`config.mk`:
```
export PLATFORM = sky130hd
export DESIGN_NAME = location_record_parser_flat
export DESIGN_NICKNAME = d
export VERILOG_FILES = /design/src/rtl/lrp_pkg.sv /design/src/rtl/lrp_byte_if.sv /design/src/rtl/lrp_rec_if.sv /design/src/rtl/lrp_front.sv /design/src/rtl/lrp_queue.sv /design/src/rtl/lrp_back.sv /design/src/rtl/location_record_parser.sv /design/src/flat_wrapper.sv
export SDC_FILE = /design/constraint.sdc
export NUM_CORES = 1
export LEC_CHECK = 0
export BUFFER_PORTS_ARGS = -buffer_cell sky130_fd_sc_hd__clkbuf_2
export CAP_MARGIN = 0
export CORE_MARGIN = 5
export CORE_UTILIZATION = 53
export CTS_CLUSTER_SIZE = 30
export DETAILED_ROUTE_END_ITERATION = 6
export GPL_ROUTABILITY_DRIVEN = 0
export PLACE_DENSITY = 0.8
export SETUP_SLACK_MARGIN = 0.05
export SYNTH_ARGS = -nofsm -noshare
export SYNTH_HDL_FRONTEND = slang
export SYNTH_HIERARCHICAL = 1
export SYNTH_SLANG_ARGS = --single-unit
```
`constraint.sdc`:
```
create_clock -name clk -period 8 [get_ports clk]
set_input_delay 0.8 -clock clk [delete_from_list [all_inputs] [get_ports clk]]
set_output_delay 0.8 -clock clk [all_outputs]
set_load 0.01 [all_outputs]
```
`src/rtl/lrp_pkg.sv`:
```
// Shared types, character codes and helper functions of the location record parser.
// Depends on nothing; used by every module of the block.
`timescale 1ns / 1ps

package lrp_pkg;

  localparam int BUCKET_COUNT = 127;
  localparam int BUCKET_BITS  = 7;
  localparam int COORD_BITS   = 16;
  localparam int QUEUE_DEPTH  = 2;
  localparam int QUEUE_PTR_W  = $clog2(QUEUE_DEPTH);
  localparam int QUEUE_CNT_W  = $clog2(QUEUE_DEPTH + 1);

  localparam logic [7:0] CH_NUL   = 8'h00;
  localparam logic [7:0] CH_TAB   = 8'h09;
  localparam logic [7:0] CH_LF    = 8'h0A;
  localparam logic [7:0] CH_CR    = 8'h0D;
  localparam logic [7:0] CH_SPACE = 8'h20;
  localparam logic [7:0] CH_HASH  = 8'h23;
  localparam logic [7:0] CH_PLUS  = 8'h2B;
  localparam logic [7:0] CH_MINUS = 8'h2D;
  localparam logic [7:0] CH_ZERO  = 8'h30;
  localparam logic [7:0] CH_NINE  = 8'h39;
  localparam logic [7:0] CH_LOW_A = 8'h61;
  localparam logic [7:0] CH_LOW_Z = 8'h7A;
  localparam logic [7:0] CASE_BIT = 8'h20;

  localparam logic [16:0] NUM_MAG_LIMIT = 17'd32768;
  localparam logic [15:0] NUM_POS_MAX   = 16'h7FFF;

  typedef enum logic [2:0] {
    EV_START,
    EV_ABSORB,
    EV_FINISH,
    EV_FINISH_END,
    EV_CLEAR
  } ev_kind_t;

  typedef struct packed {
    ev_kind_t   kind;
    logic [7:0] data;
  } lex_ev_t;

  function automatic logic is_space(input logic [7:0] b);
    is_space = (b == CH_SPACE) || (b == CH_TAB) || (b == CH_CR) || (b == CH_LF);
  endfunction

  // Remainder modulo 127: since 128 is 1 modulo 127, the 7-bit digits are summed
  // and the sum is folded until it fits, with 127 itself mapping to zero.
  function automatic logic [BUCKET_BITS-1:0] bucket_of(input logic [31:0] h);
    logic [9:0]             s1;
    logic [7:0]             s2;
    logic [BUCKET_BITS-1:0] s3;
    s1 = 10'(h[6:0]) + 10'(h[13:7]) + 10'(h[20:14]) + 10'(h[27:21]) + 10'(h[31:28]);
    s2 = 8'(s1[6:0]) + 8'(s1[9:7]);
    s3 = s2[6:0] + 7'(s2[7]);
    bucket_of = (s3 == 7'(BUCKET_COUNT)) ? '0 : s3;
  endfunction

endpackage

```
`src/rtl/lrp_byte_if.sv`:
```
// Valid/ready channel that carries one text byte per request.
// Depends on nothing.
`timescale 1ns / 1ps

interface lrp_byte_if;
  logic       valid;
  logic       ready;
  logic [7:0] text_byte;

  modport source (output valid, output text_byte, input ready);
  modport sink (input valid, input text_byte, output ready);
endinterface

```
`src/rtl/lrp_rec_if.sv`:
```
// Valid/ready channel that carries one parsed location record per request.
// Depends on nothing.
`timescale 1ns / 1ps

interface lrp_rec_if;
  logic               valid;
  logic               ready;
  logic        [31:0] name_hash;
  logic        [6:0]  bucket;
  logic signed [15:0] level_number;
  logic signed [31:0] x_fixed;
  logic signed [31:0] y_fixed;

  modport source (output valid, output name_hash, output bucket, output level_number,
                  output x_fixed, output y_fixed, input ready);
  modport sink (input valid, input name_hash, input bucket, input level_number,
                input x_fixed, input y_fixed, output ready);
endinterface

```
`src/rtl/lrp_front.sv`:
```
// Lexer front end: tracks scan, token and comment modes and turns bytes into events.
// Depends on lrp_pkg and lrp_byte_if.
`timescale 1ns / 1ps

module lrp_front
  import lrp_pkg::*;
(
  input  logic      clk,
  input  logic      rst,
  lrp_byte_if.sink  text_ch,
  output logic      push_valid,
  output lex_ev_t   push_ev,
  input  logic      push_ready
);

  typedef enum logic [1:0] {
    MODE_SCAN,
    MODE_TOKEN,
    MODE_COMMENT
  } mode_t;

  mode_t      lexer_mode;
  mode_t      lexer_mode_next;
  logic       emit;
  ev_kind_t   kind;
  logic [7:0] b;
  logic       accept;

  assign b              = text_ch.text_byte;
  assign text_ch.ready  = push_ready;
  assign accept         = text_ch.valid && push_ready;
  assign push_valid     = text_ch.valid && emit;
  assign push_ev.kind   = kind;
  assign push_ev.data   = b;

  always_comb begin
    lexer_mode_next = lexer_mode;
    emit            = 1'b0;
    kind            = EV_ABSORB;
    case (lexer_mode)
      MODE_COMMENT: begin
        if (b == CH_LF) begin
          lexer_mode_next = MODE_SCAN;
        end else if (b == CH_NUL) begin
          lexer_mode_next = MODE_SCAN;
          emit            = 1'b1;
          kind            = EV_CLEAR;
        end
      end
      MODE_TOKEN: begin
        emit = 1'b1;
        if (is_space(b)) begin
          lexer_mode_next = MODE_SCAN;
          kind            = EV_FINISH;
        end else if (b == CH_NUL) begin
          lexer_mode_next = MODE_SCAN;
          kind            = EV_FINISH_END;
        end else if (b == CH_HASH) begin
          lexer_mode_next = MODE_COMMENT;
          kind            = EV_FINISH;
        end
      end
      default: begin
        if (is_space(b)) begin
          lexer_mode_next = MODE_SCAN;
        end else if (b == CH_NUL) begin
          lexer_mode_next = MODE_SCAN;
          emit            = 1'b1;
          kind            = EV_CLEAR;
        end else if (b == CH_HASH) begin
          lexer_mode_next = MODE_COMMENT;
        end else begin
          lexer_mode_next = MODE_TOKEN;
          emit            = 1'b1;
          kind            = EV_START;
        end
      end
    endcase
  end

  always_ff @(posedge clk) begin
    if (rst) begin
      lexer_mode <= MODE_SCAN;
    end else if (accept) begin
      lexer_mode <= lexer_mode_next;
    end
  end

endmodule

```
`src/rtl/lrp_queue.sv`:
```
// Short event queue between the lexer front end and the field back end.
// Depends on lrp_pkg.
`timescale 1ns / 1ps

module lrp_queue
  import lrp_pkg::*;
(
  input  logic    clk,
  input  logic    rst,
  input  logic    push_valid,
  input  lex_ev_t push_ev,
  output logic    push_ready,
  output logic    pop_valid,
  output lex_ev_t pop_ev,
  input  logic    pop_ready
);

  lex_ev_t                mem [QUEUE_DEPTH];
  logic [QUEUE_PTR_W-1:0] wr_ptr;
  logic [QUEUE_PTR_W-1:0] rd_ptr;
  logic [QUEUE_CNT_W-1:0] count;
  logic                   do_push;
  logic                   do_pop;

  assign push_ready = (count != QUEUE_CNT_W'(QUEUE_DEPTH));
  assign pop_valid  = (count != '0);
  assign pop_ev     = mem[rd_ptr];
  assign do_push    = push_valid && push_ready;
  assign do_pop     = pop_valid && pop_ready;

  always_ff @(posedge clk) begin
    if (do_push) begin
      mem[wr_ptr] <= push_ev;
    end
  end

  always_ff @(posedge clk) begin
    if (rst) begin
      wr_ptr <= '0;
      rd_ptr <= '0;
      count  <= '0;
    end else begin
      if (do_push) begin
        wr_ptr <= (wr_ptr == QUEUE_PTR_W'(QUEUE_DEPTH - 1)) ? '0 : wr_ptr + 1'b1;
      end
      if (do_pop) begin
        rd_ptr <= (rd_ptr == QUEUE_PTR_W'(QUEUE_DEPTH - 1)) ? '0 : rd_ptr + 1'b1;
      end
      if (do_push && !do_pop) begin
        count <= count + 1'b1;
      end else if (do_pop && !do_push) begin
        count <= count - 1'b1;
      end
    end
  end

endmodule

```
`src/rtl/lrp_back.sv`:
```
// Field back end: hash and number accumulation, field sequencing and the record register.
// Depends on lrp_pkg and lrp_rec_if.
`timescale 1ns / 1ps

module lrp_back
  import lrp_pkg::*;
(
  input  logic       clk,
  input  logic       rst,
  input  logic       pop_valid,
  input  lex_ev_t    pop_ev,
  output logic       pop_ready,
  lrp_rec_if.source  rec_ch
);

  typedef enum logic [1:0] {
    PH_START,
    PH_DIGITS,
    PH_STOPPED
  } phase_t;

  logic [1:0]             field_index;
  logic [31:0]            hash_acc;
  logic [16:0]            num_acc;
  logic                   num_neg;
  phase_t                 num_phase;
  logic [31:0]            held_hash;
  logic [BUCKET_BITS-1:0] held_bucket;
  logic [15:0]            held_level;
  logic [15:0]            held_x;

  logic [1:0]             field_index_next;
  logic [31:0]            hash_acc_next;
  logic [16:0]            num_acc_next;
  logic                   num_neg_next;
  phase_t                 num_phase_next;
  logic [31:0]            held_hash_next;
  logic [BUCKET_BITS-1:0] held_bucket_next;
  logic [15:0]            held_level_next;
  logic [15:0]            held_x_next;

  logic [31:0]            h_in;
  logic [16:0]            acc_in;
  logic                   neg_in;
  phase_t                 phase_in;
  logic [7:0]             b;
  logic [7:0]             c;
  logic [19:0]            prod;
  logic [15:0]            num_val;
  logic                   load_rec;
  logic                   pop;

  assign b         = pop_ev.data;
  assign pop_ready = !rec_ch.valid || rec_ch.ready;
  assign pop       = pop_valid && pop_ready;

  assign h_in     = (pop_ev.kind == EV_START) ? '0 : hash_acc;
  assign acc_in   = (pop_ev.kind == EV_START) ? '0 : num_acc;
  assign neg_in   = (pop_ev.kind == EV_START) ? 1'b0 : num_neg;
  assign phase_in = (pop_ev.kind == EV_START) ? PH_START : num_phase;

  assign c    = (b >= CH_LOW_A && b <= CH_LOW_Z) ? (b - CASE_BIT) : b;
  // Ten times the magnitude is formed from the 8x and 2x terms, and the new digit is added.
  assign prod = {acc_in, 3'b000} + {2'b00, acc_in, 1'b0} + 20'(b - CH_ZERO);

  always_comb begin
    if (num_neg) begin
      num_val = 16'(-num_acc);
    end else if (num_acc > 17'(NUM_POS_MAX)) begin
      num_val = NUM_POS_MAX;
    end else begin
      num_val = num_acc[15:0];
    end
  end

  always_comb begin
    field_index_next = field_index;
    hash_acc_next    = hash_acc;
    num_acc_next     = num_acc;
    num_neg_next     = num_neg;
    num_phase_next   = num_phase;
    held_hash_next   = held_hash;
    held_bucket_next = held_bucket;
    held_level_next  = held_level;
    held_x_next      = held_x;
    load_rec         = 1'b0;
    case (pop_ev.kind)
      EV_START, EV_ABSORB: begin
        hash_acc_next  = h_in;
        num_acc_next   = acc_in;
        num_neg_next   = neg_in;
        num_phase_next = phase_in;
        if (field_index == 2'd0) begin
          hash_acc_next = 32'(c) + (h_in << 6) + (h_in << 16) - h_in;
        end else if (phase_in != PH_STOPPED) begin
          if (b >= CH_ZERO && b <= CH_NINE) begin
            num_acc_next   = (prod > 20'(NUM_MAG_LIMIT)) ? NUM_MAG_LIMIT : prod[16:0];
            num_phase_next = PH_DIGITS;
          end else if (phase_in == PH_START && (b == CH_PLUS || b == CH_MINUS)) begin
            num_neg_next   = (b == CH_MINUS);
            num_phase_next = PH_DIGITS;
          end else begin
            num_phase_next = PH_STOPPED;
          end
        end
      end
      EV_FINISH, EV_FINISH_END: begin
        hash_acc_next  = '0;
        num_acc_next   = '0;
        num_neg_next   = 1'b0;
        num_phase_next = PH_START;
        case (field_index)
          2'd0: begin
            held_hash_next   = hash_acc;
            held_bucket_next = bucket_of(hash_acc);
            field_index_next = 2'd1;
          end
          2'd1: begin
            held_level_next  = num_val;
            field_index_next = 2'd2;
          end
          2'd2: begin
            held_x_next      = num_val;
            field_index_next = 2'd3;
          end
          default: begin
            load_rec         = 1'b1;
            field_index_next = 2'd0;
            held_hash_next   = '0;
            held_bucket_next = '0;
            held_level_next  = '0;
            held_x_next      = '0;
          end
        endcase
        if (pop_ev.kind == EV_FINISH_END) begin
          field_index_next = 2'd0;
          held_hash_next   = '0;
          held_bucket_next = '0;
          held_level_next  = '0;
          held_x_next      = '0;
        end
      end
      default: begin
        field_index_next = 2'd0;
        hash_acc_next    = '0;
        num_acc_next     = '0;
        num_neg_next     = 1'b0;
        num_phase_next   = PH_START;
        held_hash_next   = '0;
        held_bucket_next = '0;
        held_level_next  = '0;
        held_x_next      = '0;
      end
    endcase
  end

  always_ff @(posedge clk) begin
    if (rst) begin
      field_index <= 2'd0;
      hash_acc    <= '0;
      num_acc     <= '0;
      num_neg     <= 1'b0;
      num_phase   <= PH_START;
      held_hash   <= '0;
      held_bucket <= '0;
      held_level  <= '0;
      held_x      <= '0;
    end else if (pop) begin
      field_index <= field_index_next;
      hash_acc    <= hash_acc_next;
      num_acc     <= num_acc_next;
      num_neg     <= num_neg_next;
      num_phase   <= num_phase_next;
      held_hash   <= held_hash_next;
      held_bucket <= held_bucket_next;
      held_level  <= held_level_next;
      held_x      <= held_x_next;
    end
  end

  always_ff @(posedge clk) begin
    if (rst) begin
      rec_ch.valid <= 1'b0;
    end else if (pop && load_rec) begin
      rec_ch.valid <= 1'b1;
    end else if (rec_ch.ready) begin
      rec_ch.valid <= 1'b0;
    end
  end

  always_ff @(posedge clk) begin
    if (pop && load_rec) begin
      rec_ch.name_hash    <= held_hash;
      rec_ch.bucket       <= held_bucket;
      rec_ch.level_number <= held_level;
      rec_ch.x_fixed      <= {held_x, COORD_BITS'(0)};
      rec_ch.y_fixed      <= {num_val, COORD_BITS'(0)};
    end
  end

endmodule

```
`src/rtl/location_record_parser.sv`:
```
// Location record parser top level: lexer front end, event queue and field back end.
// Depends on lrp_pkg, lrp_byte_if, lrp_rec_if, lrp_front, lrp_queue and lrp_back.
`timescale 1ns / 1ps

// The parser takes one text byte per clock cycle while the event queue has room and emits one
// record each time the fourth token of a line group (name, level, x, y) ends. A byte that ends
// a y token is written into the two-entry event queue when it is accepted; the back end loads
// its record into the record register when the event leaves the queue, which waits while an
// earlier record is still held on the output. The input keeps taking bytes while a record
// waits to be taken, until the event queue fills.

module location_record_parser
  import lrp_pkg::*;
(
  input  logic       clk,
  input  logic       rst,
  lrp_byte_if.sink   text_ch,
  lrp_rec_if.source  rec_ch
);

  logic    push_valid;
  lex_ev_t push_ev;
  logic    push_ready;
  logic    pop_valid;
  lex_ev_t pop_ev;
  logic    pop_ready;

  lrp_front u_front (
    .clk        (clk),
    .rst        (rst),
    .text_ch    (text_ch),
    .push_valid (push_valid),
    .push_ev    (push_ev),
    .push_ready (push_ready)
  );

  lrp_queue u_queue (
    .clk        (clk),
    .rst        (rst),
    .push_valid (push_valid),
    .push_ev    (push_ev),
    .push_ready (push_ready),
    .pop_valid  (pop_valid),
    .pop_ev     (pop_ev),
    .pop_ready  (pop_ready)
  );

  lrp_back u_back (
    .clk       (clk),
    .rst       (rst),
    .pop_valid (pop_valid),
    .pop_ev    (pop_ev),
    .pop_ready (pop_ready),
    .rec_ch    (rec_ch)
  );

endmodule

```
`src/flat_wrapper.sv`:
```
// flat-port wrapper written by rule: the top's interface ports become plain ports
module location_record_parser_flat import lrp_pkg::*;
  (clk, rst, text_ch_valid, text_ch_text_byte, text_ch_ready, rec_ch_valid, rec_ch_name_hash, rec_ch_bucket, rec_ch_level_number, rec_ch_x_fixed, rec_ch_y_fixed, rec_ch_ready);
  lrp_byte_if text_ch_i ();
  lrp_rec_if rec_ch_i ();
  input  logic clk;
  input  logic rst;
  input wire logic [$bits(text_ch_i.valid)-1:0] text_ch_valid;
  input wire logic [$bits(text_ch_i.text_byte)-1:0] text_ch_text_byte;
  output wire logic [$bits(text_ch_i.ready)-1:0] text_ch_ready;
  output wire logic [$bits(rec_ch_i.valid)-1:0] rec_ch_valid;
  output wire logic [$bits(rec_ch_i.name_hash)-1:0] rec_ch_name_hash;
  output wire logic [$bits(rec_ch_i.bucket)-1:0] rec_ch_bucket;
  output wire logic [$bits(rec_ch_i.level_number)-1:0] rec_ch_level_number;
  output wire logic [$bits(rec_ch_i.x_fixed)-1:0] rec_ch_x_fixed;
  output wire logic [$bits(rec_ch_i.y_fixed)-1:0] rec_ch_y_fixed;
  input wire logic [$bits(rec_ch_i.ready)-1:0] rec_ch_ready;
  assign text_ch_i.valid = text_ch_valid;
  assign text_ch_i.text_byte = text_ch_text_byte;
  assign text_ch_ready = text_ch_i.ready;
  assign rec_ch_valid = rec_ch_i.valid;
  assign rec_ch_name_hash = rec_ch_i.name_hash;
  assign rec_ch_bucket = rec_ch_i.bucket;
  assign rec_ch_level_number = rec_ch_i.level_number;
  assign rec_ch_x_fixed = rec_ch_i.x_fixed;
  assign rec_ch_y_fixed = rec_ch_i.y_fixed;
  assign rec_ch_i.ready = rec_ch_ready;
  location_record_parser u_core (.clk(clk), .rst(rst), .text_ch(text_ch_i), .rec_ch(rec_ch_i));
endmodule
```
Word-level counts from Yosys, hierarchy flattened
Memories as Yosys holds them, arrays and structs flattened. A register that Yosys moved wholly into a read port is not among the register bits.
Cells that the tools add are included.
Operators by class
  $add $sub $neg: 18
  magnitude comparators: 6
  eq/ne operators: 22
  mux-type cells: 76
  bitwise logic cells: 1
  reductions and logical operators: 36
Operator list (count)
  32-bit 2-to-1 mux: 4
  16-bit case mux with 2 select lines: 4
  32-bit case mux with 2 select lines: 2
  17-bit 2-to-1 mux: 6
  16-bit 2-to-1 mux: 4
  2-bit 2-to-1 mux: 20
  32-bit adder: 1
  8-bit by 32-bit adder with 32-bit output: 1
  8-bit by 6-bit == test with 1-bit output, second input constant: 4
  32-bit subtractor: 1
  7-bit case mux with 2 select lines: 2
  8-bit by 4-bit == test with 1-bit output, second input constant: 3
  1-bit 2-to-1 mux: 22
  20-bit by 18-bit adder with 20-bit output: 1
  20-bit adder: 1
  20-bit by 16-bit > comparator with 1-bit output, second input constant: 1
  17-bit by 15-bit > comparator with 1-bit output, second input constant: 1
  16-bit negation: 1
  7-bit 2-to-1 mux: 2
  3-bit 2-to-1 mux: 4
  3-bit != test, second input constant: 4
  3-bit AND reduction: 4
  10-bit by 4-bit adder with 10-bit output: 1
  9-bit by 7-bit adder with 10-bit output: 1
  other kinds (36): 64
Word-level totals
  flip-flop bits (word level): 219
  bits in writable memories: 22
  input port bits: 12
  output and inout port bits: 121
  logic and storage cells: 179
  memories kept: 1
Memories
  u_core.u_queue.mem: depth 2, bits a word 11, rd ports 1, clocked after Yosys merged registers in 1, wr ports 1, RTL line lrp_queue.sv:18  | lex_ev_t mem [QUEUE_DEPTH];

Logic depth before layout (Yosys ltp)
  depth in word-level cells: 12
  gate-level depth with buffers: 28
  depth with buffers taken out: 28

Modules after synthesis
The synthesis kept the hierarchy.
By module, submodules not included
  lrp_back: times used 1, cells each 1310, area each 12779.8 um^2, seq. area each 5134.9 um^2
  lrp_queue: times used 1, cells each 58, area each 1012.2 um^2, seq. area each 760.7 um^2
  lrp_front: times used 1, cells each 64, area each 496.7 um^2, seq. area each 40.0 um^2

Worst setup path after synthesis
No wires, ideal clock.
  kind: register to register
  start point: register u_core.u_back.hash_acc[2]
  end point: register u_core.u_back.held_bucket[2]
  setup time: 117 ps
  arrival: 5688 ps
  data required time: 7883 ps
  path slack: 2195 ps
  cell stages (with the launch flop): 29
  path buffers: 0
  clock period less this slack: 5805 ps
  path through: dfxtp_1 -> inv_1 -> fa_1 -> inv_1 -> fa_1 -> inv_1 -> fa_1 -> inv_1 -> ha_1 -> a21o_1 -> a21oi_1 -> o21bai_1 -> a21oi_1 -> o21bai_1 -> a21oi_1 -> xnor2_1 -> ha_1 -> a21o_1 -> a21oi_1 -> nor3_1 -> and3_1 -> ha_1 -> nand3_1 -> a21oi_1 -> a21oi_1 -> nor2_1 -> xnor2_1 -> o41a_1 -> a22o_1
Between the ends
  longest elaborated chain between the ends: 11
Ends and longest elaborated chain
  start, declared: RTL line lrp_back.sv:23  | logic [31:0] hash_acc;
  start signal, assigned: RTL line lrp_back.sv:170  | hash_acc <= hash_acc_next;
  7-bit by 7-bit adder with 8-bit output *: RTL line lrp_pkg.sv:54  | s1 = 10'(h[6:0]) + 10'(h[13:7]) + 10'(h[20:14]) + 10'(h[27:21]) + 10'(h[31:28]);
  8-bit by 7-bit adder with 9-bit output *: RTL line lrp_pkg.sv:54
  9-bit by 7-bit adder with 10-bit output *: RTL line lrp_pkg.sv:54
  10-bit by 4-bit adder with 10-bit output *: RTL line lrp_pkg.sv:54
  7-bit by 3-bit adder with 8-bit output *: RTL line lrp_pkg.sv:55  | s2 = 8'(s1[6:0]) + 8'(s1[9:7]);
  7-bit by 1-bit adder with 7-bit output *: RTL line lrp_pkg.sv:56  | s3 = s2[6:0] + 7'(s2[7]);
  7-bit == test: RTL line lrp_pkg.sv:57  | bucket_of = (s3 == 7'(BUCKET_COUNT)) ? '0 : s3;
  7-bit 2-to-1 mux *: RTL line lrp_pkg.sv:57
  7-bit case mux with 2 select lines *: RTL line lrp_back.sv:112  | case (field_index)
  7-bit 2-to-1 mux *: RTL line lrp_back.sv:135  | if (pop_ev.kind == EV_FINISH_END) begin
  7-bit case mux with 2 select lines *: RTL line lrp_back.sv:87  | case (pop_ev.kind)
  end signal, assigned: RTL line lrp_back.sv:175  | held_bucket <= held_bucket_next;
  end, declared: RTL line lrp_back.sv:28  | logic [BUCKET_BITS-1:0] held_bucket;
Mark *: on every way between the ends. The rest lies on a longest branch, timed or not.
A chain may end at the register's enable or synchronous reset.

Worst setup path in the final report
Same ends and word-level chain as after synthesis.

==> impl_metrics.toml <==
[die]
core.rowCount = 60
fp.coreArea_sq_um = 26700
floorplan.die_area_sq_um = 30300
vertical_die_dimension_um = 174
dieWidth_um = 174
initial_core_util_pct = 53.5
floorplan.io_pins = 133

[clock_tree]
cts_tree = "done"
clock_latency_ns = 0.52
numCtsBuffers = 25
h-tree-depth = 1
cts_setup_buffers = 0
cts_resized = 0
cts.root.buffer_cell = "clkbuf_16"
clock_path_buffers = 3
clock_sink_count = 242
clk_pin_slew_worst_paths_ns = 0.06
hold_buffers = 0

[global_route]
globalRouteOverflowTotal = 0
grt_pass1_wl_mm = 54.0
antenna_found_initial = 0
number_of_global_route_vias_before_repair = 10342
pin_count_of_the_biggest_net_entering_global_routing = 87
track_usage_pct = 21.3

[timing]
final.setup_skew_ns = 0.0143
rsz_0062_raised_after_global_routing = "false"
timing.fmax_mhz = 156
layout_worst_path_cycle_share_pct = 80.2
timing_max_transition_violations_final = 0
maxSlewHeadroom_pct = 22.6
setup_viol = 0
tightest_slew_ns = 1.16
fin_setup_tns_ns = 0
fin_hold_viols = 0
layout_min_cycle_time_ns = 6.41

[synthesis]
top_flip_flop_cell_by_instance_count_after_synthesis = "dfxtp_1"
synth_sequential_area_ratio_pct = 41.5
syn-cell-area_sq_um = 14300
synthesis.area_per_instance_sq_um = 9.98
number_of_synthesized_flops_with_an_enable_pin = 109
ys_async_sr_fraction_pct = 0
yosysUniqueCellTypes = 81
postSynthRegisterBits = 242
syn_inst = 1432
number_of_synthesis_warnings = 6

[detailed_routing]
antenna_left = 0
detail_route.iter0.violations = 1090
avgRoutedWirePerCell_um = 17.9
remaining_design_rule_violation_count = 0
firstDrtPassIters = 6
routed_via_density = 5.80
detail_route.wirelength_mm = 33.4
vias = 10844

[critical_path]
cp_common_cell = "a21oi_1"
worst_path_largest_cell_delay_ns = 0.54
path_max_fanout = 5
cpMaxStageDelayCell = "fa_1"
crit_arrival_ns = 6.83
cp.required_ns = 8.41
start_kind = "flop"
path_class = "flop to flop"
cp-end-kind = "flop"

[final_layout]
finalCoreUtilization_pct = 58.8
final_nets = 1669
area_delta_synth_final_pct = 10.1
num_antenna_cells = 0
post_route_cells_drive_above_1_share_pct = 12.0
nFillCells = 2175

[flow_run]
maxcap_viol_count = 0

[power]
p_leak_nw = 6.91
power.ir.vdd_worst_uv = 281
pwr_per_cell_area_nw_per_um2 = 407
pwr_total_mw = 6.41

[hold_path]
hp-class = "flop to flop"

[place]
post_detail_place_hpwl_mm = 24.8
portBuffers = 100

[status]
status = "complete, no violations"
[routing by layer]
layer  routed length (um)  GRT usage (%)  vias up
met4                  682           5.11        0
met5                    0              0        -
li1                     -              -     5170
met1                14800           31.2     5145
met3                 2910           3.63       58
met2                15000           33.4      471
[report_power, final]
part / internal, mW / switching, mW
sequential: 1.39 / 0.106
combinational: 1.45 / 2.32
clock: 0.664 / 0.481
total: 3.50 / 2.90
[kinds of logic (layout without fill, tap and decap cells)]
logic type               after synthesis  in the layout  synth area share [%]
flip-flops                           242            242                  41.5
AO/OA/AOI/OAI                        361            361                  18.0
buffers and inverters                239            304                  7.50
AND/OR/NAND/NOR                      366            366                  12.5
XOR/XNOR                              60             60                  3.68
other                                  1             32                0.0262
adder cells (fa/ha/maj)              147            147                  15.6
multiplexers                          16             16                  1.23
[worst paths after layout]
check / cells after the start / start / endpoint / slack [ns]
max: 28 / u_core/u_back/hash_acc[2]$_SDFFE_PP0P_ / u_core/u_back/held_bucket[2]$_SDFFE_PP0P_ / 1.59
min: 0 / u_core/u_back/held_x[2]$_SDFFE_PP0P_ / u_core/u_back/rec_ch.x_fixed[18]$_DFFE_PP_ / 0.43
max reg2reg: 28 / u_core/u_back/hash_acc[2]$_SDFFE_PP0P_ / u_core/u_back/held_bucket[2]$_SDFFE_PP0P_ / 1.59
min reg2reg: 0 / u_core/u_back/held_x[2]$_SDFFE_PP0P_ / u_core/u_back/rec_ch.x_fixed[18]$_DFFE_PP_ / 0.43
[cells in the mapped netlist, types with 4 or more instances]
cell / n / share of area, %
or2_2: 4 / 0.18
o211a_1: 4 / 0.28
edfxtp_1: 109 / 23
nand4_1: 13 / 0.57
o31ai_1: 19 / 1.0
a21o_1: 28 / 1.5
buf_2: 4 / 0.14
a22o_1: 53 / 3.2
a22oi_1: 30 / 1.6
nor2_1: 99 / 2.6
mux2i_1: 4 / 0.28
xor2_1: 23 / 1.4
nand2b_1: 14 / 0.61
nand3b_1: 5 / 0.26
or3_1: 15 / 0.66
o21ai_0: 50 / 1.8
o2111ai_1: 5 / 0.31
nor4_1: 4 / 0.18
o21bai_1: 10 / 0.53
nand3_1: 20 / 0.70
a211oi_1: 6 / 0.32
xnor2_1: 37 / 2.3
buf_4: 41 / 2.2
and3_1: 11 / 0.48
a21oi_1: 74 / 2.6
o211ai_1: 4 / 0.21
ha_1: 95 / 8.3
fa_1: 52 / 7.3
a31oi_1: 12 / 0.53
a211o_1: 6 / 0.37
o31a_1: 4 / 0.25
nand2_1: 111 / 2.9
and2_1: 16 / 0.70
o21a_1: 12 / 0.63
nor2b_1: 14 / 0.61
dfxtp_1: 133 / 19
inv_1: 147 / 3.9
clkbuf_1: 44 / 1.2
a32o_1: 4 / 0.28
nor3_1: 19 / 0.67
mux2_2: 12 / 0.95
[critical path, delay by kind of cell (launching register included)]
kind | cells | cell delay, ns
compound gates | 12 | 2.46
xor+xnor | 2 | 0.37
fa+ha+maj | 6 | 2.28
buf+inv | 4 | 0.26
flops | 1 | 0.38
simple gates | 4 | 0.53
[through the flow]
| stage | instances | area [sq um] | worst slack [ns] | hold slack, ns |
|---|---|---|---|---|
| final | 1869 | 15700 | 1.59 | 0.429 |
| after global routing | 1869 | 15700 | 1.11 | 0.439 |
| after CTS | 1869 | 15700 | 1.64 | 0.431 |
| after detailed placement | 1824 | 14900 | 1.68 | 0.416 |
| after global placement | 1824 | 14900 | 1.94 | 0.413 |
| after floorplan | 1463 | 14400 | 2.19 | 0.408 |
[cells in the final DEF, fill, tap and decap left out, types with 23 or more instances in the layout]
| cell type | n |
|---|---|
| clkbuf_2 | 100 |
| conb_1 | 32 |
| fa_1 | 52 |
| dfxtp_1 | 133 |
| xnor2_1 | 37 |
| a21o_1 | 28 |
| ha_1 | 95 |
| xor2_1 | 23 |
| nor2_1 | 99 |
| inv_1 | 146 |
| edfxtp_1 | 109 |
| clkbuf_16 | 25 |
| nand2_1 | 111 |
| a22oi_1 | 30 |
| a21oi_1 | 73 |
| a22o_1 | 53 |
| o21ai_0 | 50 |
[layout make-up]
| class | instances | area [sq um] | area share (%) |
|---|---|---|---|
| timing repair buffer | 112 | 591 | 3.76 |
| multi-input combinational | 982 | 7410 | 47.1 |
| tap | 341 | 427 | 2.71 |
| clock buffer | 33 | 676 | 4.30 |
| inverter | 147 | 553 | 3.52 |
| sequential | 242 | 5940 | 37.7 |
| clock inverter | 12 | 138 | 0.875 |
[state kept, by name (all words and copies together) (netlist names), 7 cells and up, named ones only]
name,flops
u_core/u_back/rec_ch.y_fixed,16
u_core/u_back/num_acc,17
u_core/u_back/held_bucket,7
u_core/u_back/held_hash,32
u_core/u_back/held_level,16
u_core/u_back/rec_ch.level_number,16
u_core/u_back/rec_ch.name_hash,32
u_core/u_back/held_x,16
u_core/u_back/rec_ch.x_fixed,16
u_core/u_queue/mem,22
u_core/u_back/rec_ch.bucket,7
u_core/u_back/hash_acc,32
No activity file was read; power rests on OpenSTA's default activity.
